==> config.mk <==
export PLATFORM = sky130hd
export DESIGN_NAME = escaped_packet_receiver_checksum_core
export DESIGN_NICKNAME = d
export VERILOG_FILES = /design/src/hdl/epr_pkg.sv /design/src/hdl/epr_ctrl.sv /design/src/hdl/epr_dpath.sv /design/src/hdl/escaped_packet_receiver_checksum_core.sv
export SDC_FILE = /design/constraint.sdc
export NUM_CORES = 1
export LEC_CHECK = 0
export BUFFER_PORTS_ARGS = -buffer_cell sky130_fd_sc_hd__clkbuf_2
export CORE_UTILIZATION = 35
export CTS_CLUSTER_DIAMETER = 30
export DETAILED_ROUTE_END_ITERATION = 7
export GPL_TIMING_DRIVEN = 0
export PLACE_DENSITY = 0.53
export SYNTH_ARGS = -nofsm -noshare
export SYNTH_HDL_FRONTEND = slang
export SYNTH_SLANG_ARGS = --single-unit
export TNS_END_PERCENT = 100
==> constraint.sdc <==
create_clock -name clk -period 5.7 [get_ports clk]
set_clock_uncertainty 0.1 [all_clocks]
set_input_delay 0 -clock clk [delete_from_list [all_inputs] [get_ports clk]]
set_output_delay 0 -clock clk [all_outputs]
set_load 0.005 [all_outputs]
==> src/hdl/epr_pkg.sv <==
// ----------------------------------------------------------------------------
// epr_pkg
// Shared constants and controller/datapath interface types for the escaped
// packet receiver.
// ----------------------------------------------------------------------------
package epr_pkg;

	localparam int PKT_MAX_DEF = 32;

	localparam int CFG_W     = 8;
	localparam int CFG_IDX_W = 2;

	// configuration register indexes
	localparam logic [CFG_IDX_W-1:0] CFG_START     = 2'd0;
	localparam logic [CFG_IDX_W-1:0] CFG_ESCAPE    = 2'd1;
	localparam logic [CFG_IDX_W-1:0] CFG_MAX_WORDS = 2'd2;

	localparam logic [7:0] START_RST     = 8'd1;
	localparam logic [7:0] ESCAPE_RST    = 8'd27;
	localparam logic [5:0] MAX_WORDS_RST = 6'd32;

	// result kinds
	localparam logic [1:0] KIND_WRITE = 2'd0;
	localparam logic [1:0] KIND_ACK   = 2'd1;
	localparam logic [1:0] KIND_NAK   = 2'd2;

	typedef struct packed {
		logic load_low;
		logic load_len;
		logic load_base;
		logic init_sum;
		logic store_word;
		logic load_resp;
		logic resp_ack;
		logic drain_clr;
		logic drain_next;
		logic load_wr;
	} epr_cmd_t;

	typedef struct packed {
		logic is_start;
		logic is_escape;
		logic len_over;
		logic count_done;
		logic sum_ok;
		logic len_zero;
		logic drain_last;
		logic out_free;
	} epr_stat_t;

endpackage

==> src/hdl/epr_ctrl.sv <==
// ----------------------------------------------------------------------------
// epr_ctrl
// Framing state machine: start hunt, escape handling, word phases and the
// acknowledge / write drain sequence.
// ----------------------------------------------------------------------------
module epr_ctrl import epr_pkg::*; (
	input  logic      clk,
	input  logic      arst_n,
	input  logic      rx_valid,
	output logic      rx_stall,
	input  epr_stat_t st,
	output epr_cmd_t  cmd
);

	typedef enum logic [3:0] {
		S_HUNT, S_LEN_L, S_LEN_H, S_BASE_L, S_BASE_H, S_DAT_L, S_DAT_H,
		S_SUM_L, S_SUM_H, S_RESP, S_RD, S_WR
	} state_t;

	state_t state_q;
	logic   esc_q;
	logic   ack_q;
	logic   rx_fire;
	logic   data_fire;

	assign rx_stall  = (state_q == S_RESP) || (state_q == S_RD) || (state_q == S_WR);
	assign rx_fire   = rx_valid && !rx_stall;
	// a byte that is neither the hunt byte nor a consumed escape
	assign data_fire = rx_fire && (state_q != S_HUNT) && (esc_q || !st.is_escape);

	always_comb begin
		cmd = '0;
		unique case (state_q)
			S_LEN_L, S_BASE_L, S_DAT_L, S_SUM_L: begin
				cmd.load_low = data_fire;
			end
			S_LEN_H: begin
				cmd.load_len = data_fire;
			end
			S_BASE_H: begin
				cmd.load_base = data_fire;
				cmd.init_sum  = data_fire && !st.len_over;
			end
			S_DAT_H: begin
				cmd.store_word = data_fire;
			end
			S_RESP: begin
				cmd.load_resp = st.out_free;
				cmd.resp_ack  = ack_q;
				cmd.drain_clr = 1'b1;
			end
			S_WR: begin
				cmd.load_wr    = st.out_free;
				cmd.drain_next = st.out_free;
			end
			default: begin
			end
		endcase
	end

	always_ff @(posedge clk or negedge arst_n) begin
		if (!arst_n) begin
			state_q <= S_HUNT;
			esc_q   <= 1'b0;
			ack_q   <= 1'b0;
		end else begin
			unique case (state_q)
				S_HUNT: begin
					if (rx_fire && st.is_start) begin
						state_q <= S_LEN_L;
						esc_q   <= 1'b0;
					end
				end
				S_LEN_L, S_LEN_H, S_BASE_L, S_BASE_H, S_DAT_L, S_DAT_H,
				S_SUM_L, S_SUM_H: begin
					if (rx_fire) begin
						if (!esc_q && st.is_escape) begin
							esc_q <= 1'b1;
						end else begin
							esc_q <= 1'b0;
							unique case (state_q)
								S_LEN_L:  state_q <= S_LEN_H;
								S_LEN_H:  state_q <= S_BASE_L;
								S_BASE_L: state_q <= S_BASE_H;
								S_BASE_H: begin
									if (st.len_over) begin
										ack_q   <= 1'b0;
										state_q <= S_RESP;
									end else if (st.len_zero) begin
										state_q <= S_SUM_L;
									end else begin
										state_q <= S_DAT_L;
									end
								end
								S_DAT_L:  state_q <= S_DAT_H;
								S_DAT_H:  state_q <= st.count_done ? S_SUM_L : S_DAT_L;
								S_SUM_L:  state_q <= S_SUM_H;
								default: begin
									ack_q   <= st.sum_ok;
									state_q <= S_RESP;
								end
							endcase
						end
					end
				end
				S_RESP: begin
					if (st.out_free) begin
						state_q <= (ack_q && !st.len_zero) ? S_RD : S_HUNT;
					end
				end
				S_RD: begin
					state_q <= S_WR;
				end
				S_WR: begin
					if (st.out_free) begin
						state_q <= st.drain_last ? S_HUNT : S_RD;
					end
				end
				default: begin
					state_q <= S_HUNT;
				end
			endcase
		end
	end

	// last write of a drain returns to hunting
	a_drain_end: assert property (@(posedge clk) disable iff (!arst_n)
		(state_q == S_WR && st.out_free && st.drain_last) |=> (state_q == S_HUNT))
		else $error("drain did not end in hunt");

	// a negative acknowledge always ends the packet
	a_nak_end: assert property (@(posedge clk) disable iff (!arst_n)
		(cmd.load_resp && !cmd.resp_ack) |=> (state_q == S_HUNT))
		else $error("nak not followed by hunt");

	// no byte is taken while results are being produced
	a_no_rx_in_drain: assert property (@(posedge clk) disable iff (!arst_n)
		(cmd.load_resp || cmd.load_wr) |-> !rx_fire)
		else $error("byte accepted during response");

endmodule

==> src/hdl/epr_dpath.sv <==
// ----------------------------------------------------------------------------
// epr_dpath
// Configuration registers, word assembly, checksum, payload buffer and the
// result output register.
// ----------------------------------------------------------------------------
module epr_dpath import epr_pkg::*; #(
	parameter int PKT_MAX = PKT_MAX_DEF
) (
	input  logic                 clk,
	input  logic                 arst_n,
	input  logic                 wr_en,
	input  logic [CFG_IDX_W-1:0] wr_index,
	input  logic [CFG_W-1:0]     wr_data,
	input  logic [7:0]           rx_byte,
	input  epr_cmd_t             cmd,
	output epr_stat_t            st,
	input  logic                 out_stall,
	output logic                 out_valid,
	output logic [1:0]           kind,
	output logic [15:0]          word_addr,
	output logic [15:0]          data,
	output logic                 end_of_transfer,
	output logic                 last
);

	localparam int         CNT_W     = $clog2(PKT_MAX + 1);
	localparam int         ADDR_W    = (PKT_MAX > 1) ? $clog2(PKT_MAX) : 1;
	localparam logic [5:0] PKT_MAX_6 = 6'(PKT_MAX);

	logic [7:0]       start_q;
	logic [7:0]       escape_q;
	logic [5:0]       max_words_q;
	logic [7:0]       low_q;
	logic [15:0]      len_q;
	logic [15:0]      base_q;
	logic [15:0]      sum_q;
	logic [CNT_W-1:0] count_q;
	logic [CNT_W-1:0] idx_q;
	logic [15:0]      mem [PKT_MAX];
	logic [15:0]      rd_data_q;
	logic             out_valid_q;
	logic [1:0]       kind_q;
	logic [15:0]      addr_q;
	logic [15:0]      data_q;
	logic             eot_q;
	logic             last_q;

	logic [15:0] w;
	logic [5:0]  lim;

	assign w   = {rx_byte, low_q};
	assign lim = (max_words_q < PKT_MAX_6) ? max_words_q : PKT_MAX_6;

	always_comb begin
		st.is_start   = (rx_byte == start_q);
		st.is_escape  = (rx_byte == escape_q);
		st.len_over   = (len_q > {10'd0, lim});
		st.count_done = ((16'(count_q) + 16'd1) >= len_q);
		st.sum_ok     = (sum_q == w);
		st.len_zero   = (len_q == 16'd0);
		st.drain_last = ((16'(idx_q) + 16'd1) >= len_q);
		st.out_free   = !out_valid_q || !out_stall;
	end

	always_ff @(posedge clk or negedge arst_n) begin
		if (!arst_n) begin
			start_q     <= START_RST;
			escape_q    <= ESCAPE_RST;
			max_words_q <= MAX_WORDS_RST;
			out_valid_q <= 1'b0;
		end else begin
			if (wr_en) begin
				unique case (wr_index)
					CFG_START:     start_q     <= wr_data;
					CFG_ESCAPE:    escape_q    <= wr_data;
					CFG_MAX_WORDS: max_words_q <= wr_data[5:0];
					default: begin
					end
				endcase
			end
			if (cmd.load_resp || cmd.load_wr) begin
				out_valid_q <= 1'b1;
			end else if (!out_stall) begin
				out_valid_q <= 1'b0;
			end
		end
	end

	always_ff @(posedge clk) begin
		if (cmd.load_low) begin
			low_q <= rx_byte;
		end
		if (cmd.load_len) begin
			len_q <= w;
		end
		if (cmd.load_base) begin
			base_q <= w;
		end
		if (cmd.init_sum) begin
			sum_q   <= len_q + w;
			count_q <= '0;
		end else if (cmd.store_word) begin
			sum_q   <= sum_q + w;
			count_q <= count_q + CNT_W'(1);
		end
		if (cmd.drain_clr) begin
			idx_q <= '0;
		end else if (cmd.drain_next) begin
			idx_q <= idx_q + CNT_W'(1);
		end
		if (cmd.load_resp) begin
			kind_q <= cmd.resp_ack ? KIND_ACK : KIND_NAK;
			addr_q <= 16'd0;
			data_q <= 16'd0;
			eot_q  <= cmd.resp_ack && st.len_zero;
			last_q <= !cmd.resp_ack || st.len_zero;
		end else if (cmd.load_wr) begin
			kind_q <= KIND_WRITE;
			addr_q <= (base_q >> 1) + 16'(idx_q);
			data_q <= rd_data_q;
			eot_q  <= 1'b0;
			last_q <= st.drain_last;
		end
	end

	// payload buffer
	always_ff @(posedge clk) begin
		if (cmd.store_word && (count_q < CNT_W'(PKT_MAX))) begin
			mem[count_q[ADDR_W-1:0]] <= w;
		end
		rd_data_q <= mem[idx_q[ADDR_W-1:0]];
	end

	assign out_valid       = out_valid_q;
	assign kind            = kind_q;
	assign word_addr       = addr_q;
	assign data            = data_q;
	assign end_of_transfer = eot_q;
	assign last            = last_q;

	a_load_free: assert property (@(posedge clk) disable iff (!arst_n)
		(cmd.load_resp || cmd.load_wr) |-> st.out_free)
		else $error("output register overwritten");

	a_store_range: assert property (@(posedge clk) disable iff (!arst_n)
		cmd.store_word |-> (count_q < CNT_W'(PKT_MAX)))
		else $error("payload store beyond buffer");

	a_write_no_eot: assert property (@(posedge clk) disable iff (!arst_n)
		(out_valid_q && kind_q == KIND_WRITE) |-> !eot_q)
		else $error("end of transfer flagged on write");

endmodule

==> src/hdl/escaped_packet_receiver_checksum_core.sv <==
// ----------------------------------------------------------------------------
// escaped_packet_receiver_checksum_core
// Byte-stuffed packet deframer with 16-bit additive checksum and write burst.
// ----------------------------------------------------------------------------
// Takes one received byte per transaction. While hunting, raw bytes are
// dropped until one equals start_byte; after that escape_byte marks the next
// byte as literal and little-endian words are read: length, byte base
// address, length payload words, checksum (16-bit wrapping sum of length,
// base and payload). A length above min(max_words, PKT_MAX) gives a nak at
// once, a bad checksum gives a nak, a good one gives an ack (end_of_transfer
// set when the length is zero) followed by one write per payload word at
// word address base/2 + i. last marks the final result caused by a byte.
// While framing, rx_stall stays low and every byte is taken. After the byte
// that completes a packet the input is held while the ack or nak is loaded
// into the output register, then for each payload write while the payload
// buffer is read through its read register and the output register is
// loaded, and while the output side stalls. The output register lets a result
// wait while the next byte is taken. The payload buffer needs no clearing
// after reset: every entry is written within a packet before it is read.
// Configuration is written through wr_en / wr_index / wr_data; the user must
// do so only while the block is idle, the block does not enforce it.
// ----------------------------------------------------------------------------
module escaped_packet_receiver_checksum_core import epr_pkg::*; #(
	parameter int PKT_MAX = PKT_MAX_DEF
) (
	input  logic                 clk,
	input  logic                 arst_n,
	// configuration write port
	input  logic                 wr_en,
	input  logic [CFG_IDX_W-1:0] wr_index,
	input  logic [CFG_W-1:0]     wr_data,
	// received byte transactions
	input  logic                 rx_valid,
	output logic                 rx_stall,
	input  logic [7:0]           rx_byte,
	// result transactions
	output logic                 out_valid,
	input  logic                 out_stall,
	output logic [1:0]           kind,
	output logic [15:0]          word_addr,
	output logic [15:0]          data,
	output logic                 end_of_transfer,
	output logic                 last
);

	// command and status between the framing controller and the datapath
	epr_cmd_t  cmd;
	epr_stat_t st;

	// framing controller: hunt, escape, word phases, ack/nak and drain
	epr_ctrl u_ctrl (
		.clk      (clk),
		.arst_n   (arst_n),
		.rx_valid (rx_valid),
		.rx_stall (rx_stall),
		.st       (st),
		.cmd      (cmd)
	);

	// datapath: config registers, checksum, payload buffer, output register
	epr_dpath #(
		.PKT_MAX (PKT_MAX)
	) u_dpath (
		.clk             (clk),
		.arst_n          (arst_n),
		.wr_en           (wr_en),
		.wr_index        (wr_index),
		.wr_data         (wr_data),
		.rx_byte         (rx_byte),
		.cmd             (cmd),
		.st              (st),
		.out_stall       (out_stall),
		.out_valid       (out_valid),
		.kind            (kind),
		.word_addr       (word_addr),
		.data            (data),
		.end_of_transfer (end_of_transfer),
		.last            (last)
	);

endmodule
# Yosys cells after proc, flatten, opt, wreduce, memory -nomap -nowiden
# Memory sizes are Yosys's and may differ from the RTL's. A register that Yosys moved wholly into a read port is not among the register bits.
# Index checks and enable logic that the tools add are counted.
# W data, S select, Z words.
totals:
  mem_bits_rw: 512
  reg_bits: 133
  n_memories: 1
  out_inout_bits: 38
  input_bits: 23
  wordCells: 133
op_classes:
  bitwise_logic: 2
  n_mux: 38
  n_reduce_logical: 39
  n_addsub: 7
  order_cmp: 5
  n_eq_ne: 23
memory_table:
  columns: ["name", "depth", "width", "read_ports", "rd_clocked_by_memory_dff", "wr", "line_no", "source"]
  rows:
  - ["u_dpath.mem", 32, 16, 1, 1, 1, "epr_dpath.sv:39", "logic [15:0] mem [PKT_MAX];"]
op_table:
  columns: ["cell", "count"]
  rows:
  - ["$add A16 B16 Y16", 2]
  - ["$ge A16 B16 Y1", 2]
  - ["$mux W16", 2]
  - ["$mux W4", 8]
  - ["$pmux W4 S7", 1]
  - ["$pmux W4 S5", 1]
  - ["$add A15 B6 Y16", 1]
  - ["$eq A16 B16 Y1", 1]
  - ["$eq A4 B3 Y1 const B", 4]
  - ["$eq A4 B4 Y1 const B", 4]
  - ["$eq A8 B8 Y1", 2]
  - ["$gt A16 B6 Y1", 1]
  - ["$logic_not A16 Y1", 1]
  - ["$mux W1", 15]
  - ["$add A6 B1 Y7 const B", 2]
  - ["$mux W2", 7]
  - ["$add A6 B1 Y6 const B", 2]
  - ["$lt A6 B6 Y1 const B", 2]
  - ["$ne A2 B1 Y1 const B", 6]
  - ["$reduce_and A5 Y1", 2]
  - ["$logic_and A1 B1 Y1", 9]
  - ["$eq A4 B2 Y1 const B", 2]
  - ["$logic_not A1 Y1", 8]
  - ["$reduce_or A8 Y1", 1]
  - ["other kinds (17)", 28]

# Depth between registers and ports, before layout
depth:
  word_depth: 11
  mapped_depth: 19
  ltp_nobuf: 18

# By module
# From an unflattened synthesis, not the netlist that was laid out.
hier_totals:
  cells_unflattened: 1439
  area_unflattened_um2: 26998.4
modules_own_cells:
  columns: ["mod", "seq_area_each_um2", "cells_per_inst", "area_per_inst_um2", "instances"]
  rows:
  - ["epr_dpath", 18930.7, 1365, 26419.1, 1]
  - ["epr_ctrl", 150.1, 74, 579.3, 1]

# Worst setup path before layout
# OpenSTA, ideal clock, no wires.
synth_timing:
  path_type: "register to register"
  startpoint: "register u_dpath.max_words_q[5]"
  endpoint: "register u_dpath.sum_q[10], data pin"
  required_time_ns: 5.342
  t_arrival_ns: 3.845
  path_stages_with_launch: 19
  setup_time_ns: 0.258
  period_less_slack_ns: 4.203
  path_buffers: 1
  setup_slack_ns: 1.497
  cell_sequence: "dfstp_2 > inv_1 > ha_1 > a2111o_1 > a21oi_1 > a21boi_1 > nor4_4 > buf_2 > mux2_2 > ha_1 > inv_1 > fa_1 > nor2b_1 > o21ai_0 > o221ai_1 > a21oi_1 > o21bai_1 > a21oi_1 > xnor2_1"
synth_between:
  elab_chain_len: 7
synth_lines:
  columns: ["item", "line_no", "source"]
  rows:
  - ["from (decl)", "epr_dpath.sv:32", "logic [5:0] max_words_q;"]
  - ["from (signal assigned)", "epr_dpath.sv:76", "CFG_MAX_WORDS: max_words_q <= wr_data[5:0];"]
  - ["$lt A6 B6 Y1", "epr_dpath.sv:52", "assign lim = (max_words_q < PKT_MAX_6) ? max_words_q : PKT_MAX_6;"]
  - ["$mux W6 *", "epr_dpath.sv:52", null]
  - ["$gt A16 B6 Y1 *", "epr_dpath.sv:57", "st.len_over = (len_q > {10'd0, lim});"]
  - ["$logic_not A1 Y1 *", "epr_ctrl.sv:42", "cmd.init_sum = data_fire && !st.len_over;"]
  - ["$logic_and A1 B1 Y1 *", "epr_ctrl.sv:42", null]
  - ["$mux W2 *", "epr_ctrl.sv:33", "unique case (state_q)"]
  - ["$mux W16 *", "epr_dpath.sv:99", "if (cmd.init_sum) begin"]
  - ["to (signal assigned)", "epr_dpath.sv:100", "sum_q <= len_q + w;"]
  - ["to (signal assigned)", "epr_dpath.sv:103", "sum_q <= sum_q + w;"]
  - ["to (decl)", "epr_dpath.sv:36", "logic [15:0] sum_q;"]
# Every way passes the cells marked *; elsewhere a longest branch is shown, timed or not.
# A chain may end at the register's enable or synchronous reset.

# Worst setup path in the final report
# Ends and elaborated chain as after synthesis.

==> qor.yml <==
status:
  status: "finished clean"
place:
  portBuffers: 60
  placed_cells: 2579
  dpl.hpwl_mm: 45.9
  postPlaceCellArea_um2: 29200
  place_congestion: 0.782
finish:
  diodes: 0
  layout_commonest_cell: "edfxtp_1"
  fin_util_pct: 44.9
  seq_area_um2: 19100
  drive_gt1_share_pct: 32.8
  final_cells: 2852
  fillerInstances: 6501
  multi_input_area_um2: 7490
  final_cell_area_um2: 34100
  nets: 1784
  syn_to_final_growth_pct: 26.9
  layout_common_cells: "edfxtp_1 (571), mux4_2 (160), clkbuf_16 (141)"
setup_path:
  cpPeakStageDelay_ns: 0.53
  cp_slowest_cell: "dfstp_2"
  cp-end-kind: "flip-flop"
  critPathArrivalTime_ns: 5.29
  required_ns: 6.02
  crit_type: "flip-flop to flip-flop"
  path_delay_family: "compound AO/OA/AOI/OAI gates"
  critPathBufInv: 3
  critPathLaunchType: "flip-flop"
  crit_top_cell: "a21oi_1"
  crit_fanout: 10
  path_cells: "inv_1 > ha_1 > a2111o_1 > a21oi_1 > a21boi_1 > nor4_4 > buf_2 > mux2_2 > ha_1 > inv_1 > fa_1 > nor2b_1 > o21ai_0 > o221ai_1 > a21oi_1 > o21bai_1 > a21oi_1 > xnor2_1"
drt:
  drtIter0Drc: 1364
  drtAntennaViolNets: 0
  routed_wl_mm: 69.0
  via_count: 14434
  drc: 0
  firstDrtPassIters: 5
  wl_per_cell_um: 24.2
  avgViaCountPerCell: 5.06
power_and_ir_drop:
  total_power_w: 0.0165
  p_int_w: 0.0122
  power_density_nw_per_um2: 484
  max-vdd-ir-drop_v: 0.000290
  pwr-share-clk_pct: 47.4
  p_comb_share_pct: 17.2
  p_switching_w: 0.00434
  power_switching_share_pct: 26.3
  p_leak_nw: 11.5
  pwr-share-seq_pct: 35.4
min_path:
  min_path_type: "primary input to flip-flop"
synthesis:
  synthFlopType: "edfxtp_1"
  netlist_area_um2: 26900
  ys_seq_area_share_pct: 71.0
  yosysWarnings: 0
  synth-seq-cells: 660
  async_reset_ff_share_pct: 4.39
  synth_cells: 1453
  syn_nets: 1525
  ys_types: 61
  syn_avg_cell_area_um2: 18.5
  synth_edf_count: 571
die:
  initial_core_util_pct: 35.4
  dieArea_um2: 77900
  core-area_um2: 75900
  num_rows: 101
  die_x_um: 279
  fp.dieH_um: 279
  pin_count: 61
clock_tree:
  cts_root_buf: "clkbuf_16"
  post-cts-setup-buffers: 0
  htreeDepth: 4
  clock_path_buffers: 3
  cts_buffers: 136
  clock-sinks: 660
  tritoncts: "done"
  clk_pin_slew_ns: 0.04
  clk_latency_ns: 0.69
timing:
  drv_slew: 0
  fmax_mhz: 201
  post-route-period-util_pct: 87.3
  finalCriticalPeriod_ns: 4.97
  tightest_slew_ns: 1.34
  grt_setup_unrepaired: "no"
  relSlewSlack_pct: 10.7
  hold_viol: 0
  tns_ns: 0
  setup_viol: 0
grt:
  grt_max_degree: 41
  first_global_vias: 15203
  grt_use_total_pct: 18.2
  grt_overflow: 0
  grt_pass1_wl_mm: 102
  antenna_found_initial: 3
run:
  drv_cap: 0
## cells in the mapped netlist (17+ instances only)
cell	instances	share of area [%]
nor2b_1	17	0.40
clkbuf_1	31	0.43
inv_1	29	0.41
nand2_1	86	1.2
a21oi_1	24	0.45
xnor2_1	36	1.2
ha_1	47	2.2
mux4_2	160	13
dfxtp_1	60	4.5
dfrtp_1	23	2.1
nor2_1	59	0.82
mux2_2	45	1.9
edfxtp_1	571	64
xor2_1	37	1.2
o21ai_0	51	0.95
## logic make-up after synthesis
logic type / share of synthesized area (%)
AOI/OAI and AO/OA: 3.10
and+or+nand+nor: 4.39
buffers and inverters: 1.42
DFF: 71.0
muxes: 15.3
xor gates and xnor gates: 2.38
adders and majority gates: 2.34
## state kept, by name (all words and copies together), names as in the netlist, 15 cells and up
name and flops:
u_dpath.sum_q 16, u_dpath.data 16, u_dpath.mem 512, u_dpath.rd_data_q 16, u_dpath.base_q 15, u_dpath.word_addr 16, u_dpath.len_q 16
## per-stage QoR
| stage | setup slack (ns) | hold WS [ns] |
|---|---|---|
| after global routing | 0.354 | 0.0386 |
| after detailed placement | 0.660 | 0.00861 |
| after global placement | 0.376 | -0.00845 |
| final | 0.726 | 0.0370 |
| after CTS | 0.700 | 0.00177 |
| after floorplan | 1.50 | -0.396 |
## worst min-delay path: cells and delay by family
kind                   cells  cell delay [ns]
muxes                      1             0.13
buffers and inverters      2             0.64
## final timing paths
path	depth (start not counted)	from	slack, ns	end
worst min register to register	2	u_dpath.rd_data_q[13]	0.34	u_dpath.data[13]
min in group asynchronous	3	arst_n	0.44	u_dpath.escape_q[0]
worst max-delay path	18	u_dpath.max_words_q[5]	0.73	u_dpath.sum_q[10]
worst max register to register	18	u_dpath.max_words_q[5]	0.73	u_dpath.sum_q[10]
max in group asynchronous	4	arst_n	4.89	u_dpath.max_words_q[1]
worst min-delay path	3	wr_data[6]	0.04	u_dpath.start_q[6]
## timing repair
action / CTS / global route
endpoints found under the hold margin: 67 / 0
gates resized for setup: 0 / 0
hold buffers: 22 / 0
## area by class of cell
type                       count  area share [%]
clock inverter                95            2.99
inverter                      30           0.330
clock buffer                 153            10.5
tap                         1030            3.78
multi-input combinational    705            22.0
timing repair buffer         121            3.61
sequential                   660            56.0
buffer                        58           0.786
## layer usage
metal	vias to the layer above	wire, um	GRT usage [%]
li1	6399	-	-
met5	-	0	0
met4	0	1800	7.06
met3	122	3320	4.02
met2	346	32500	28.2
met1	7567	31400	24.9
## power by group through the flow
stage / registers, W / logic (W) / clock network [W]
5_1_grt: 0.00587 / 0.00307 / 0.00819
6_report: 0.00584 / 0.00284 / 0.00783
3_5_place_dp: 0.00596 / 0.00281 / 0
2_1_floorplan: 0.00585 / 0.00182 / 0
4_1_cts: 0.00587 / 0.00284 / 0.00796
3_3_place_gp: 0.00597 / 0.00273 / 0
Power figures use the tool's default switching activity.
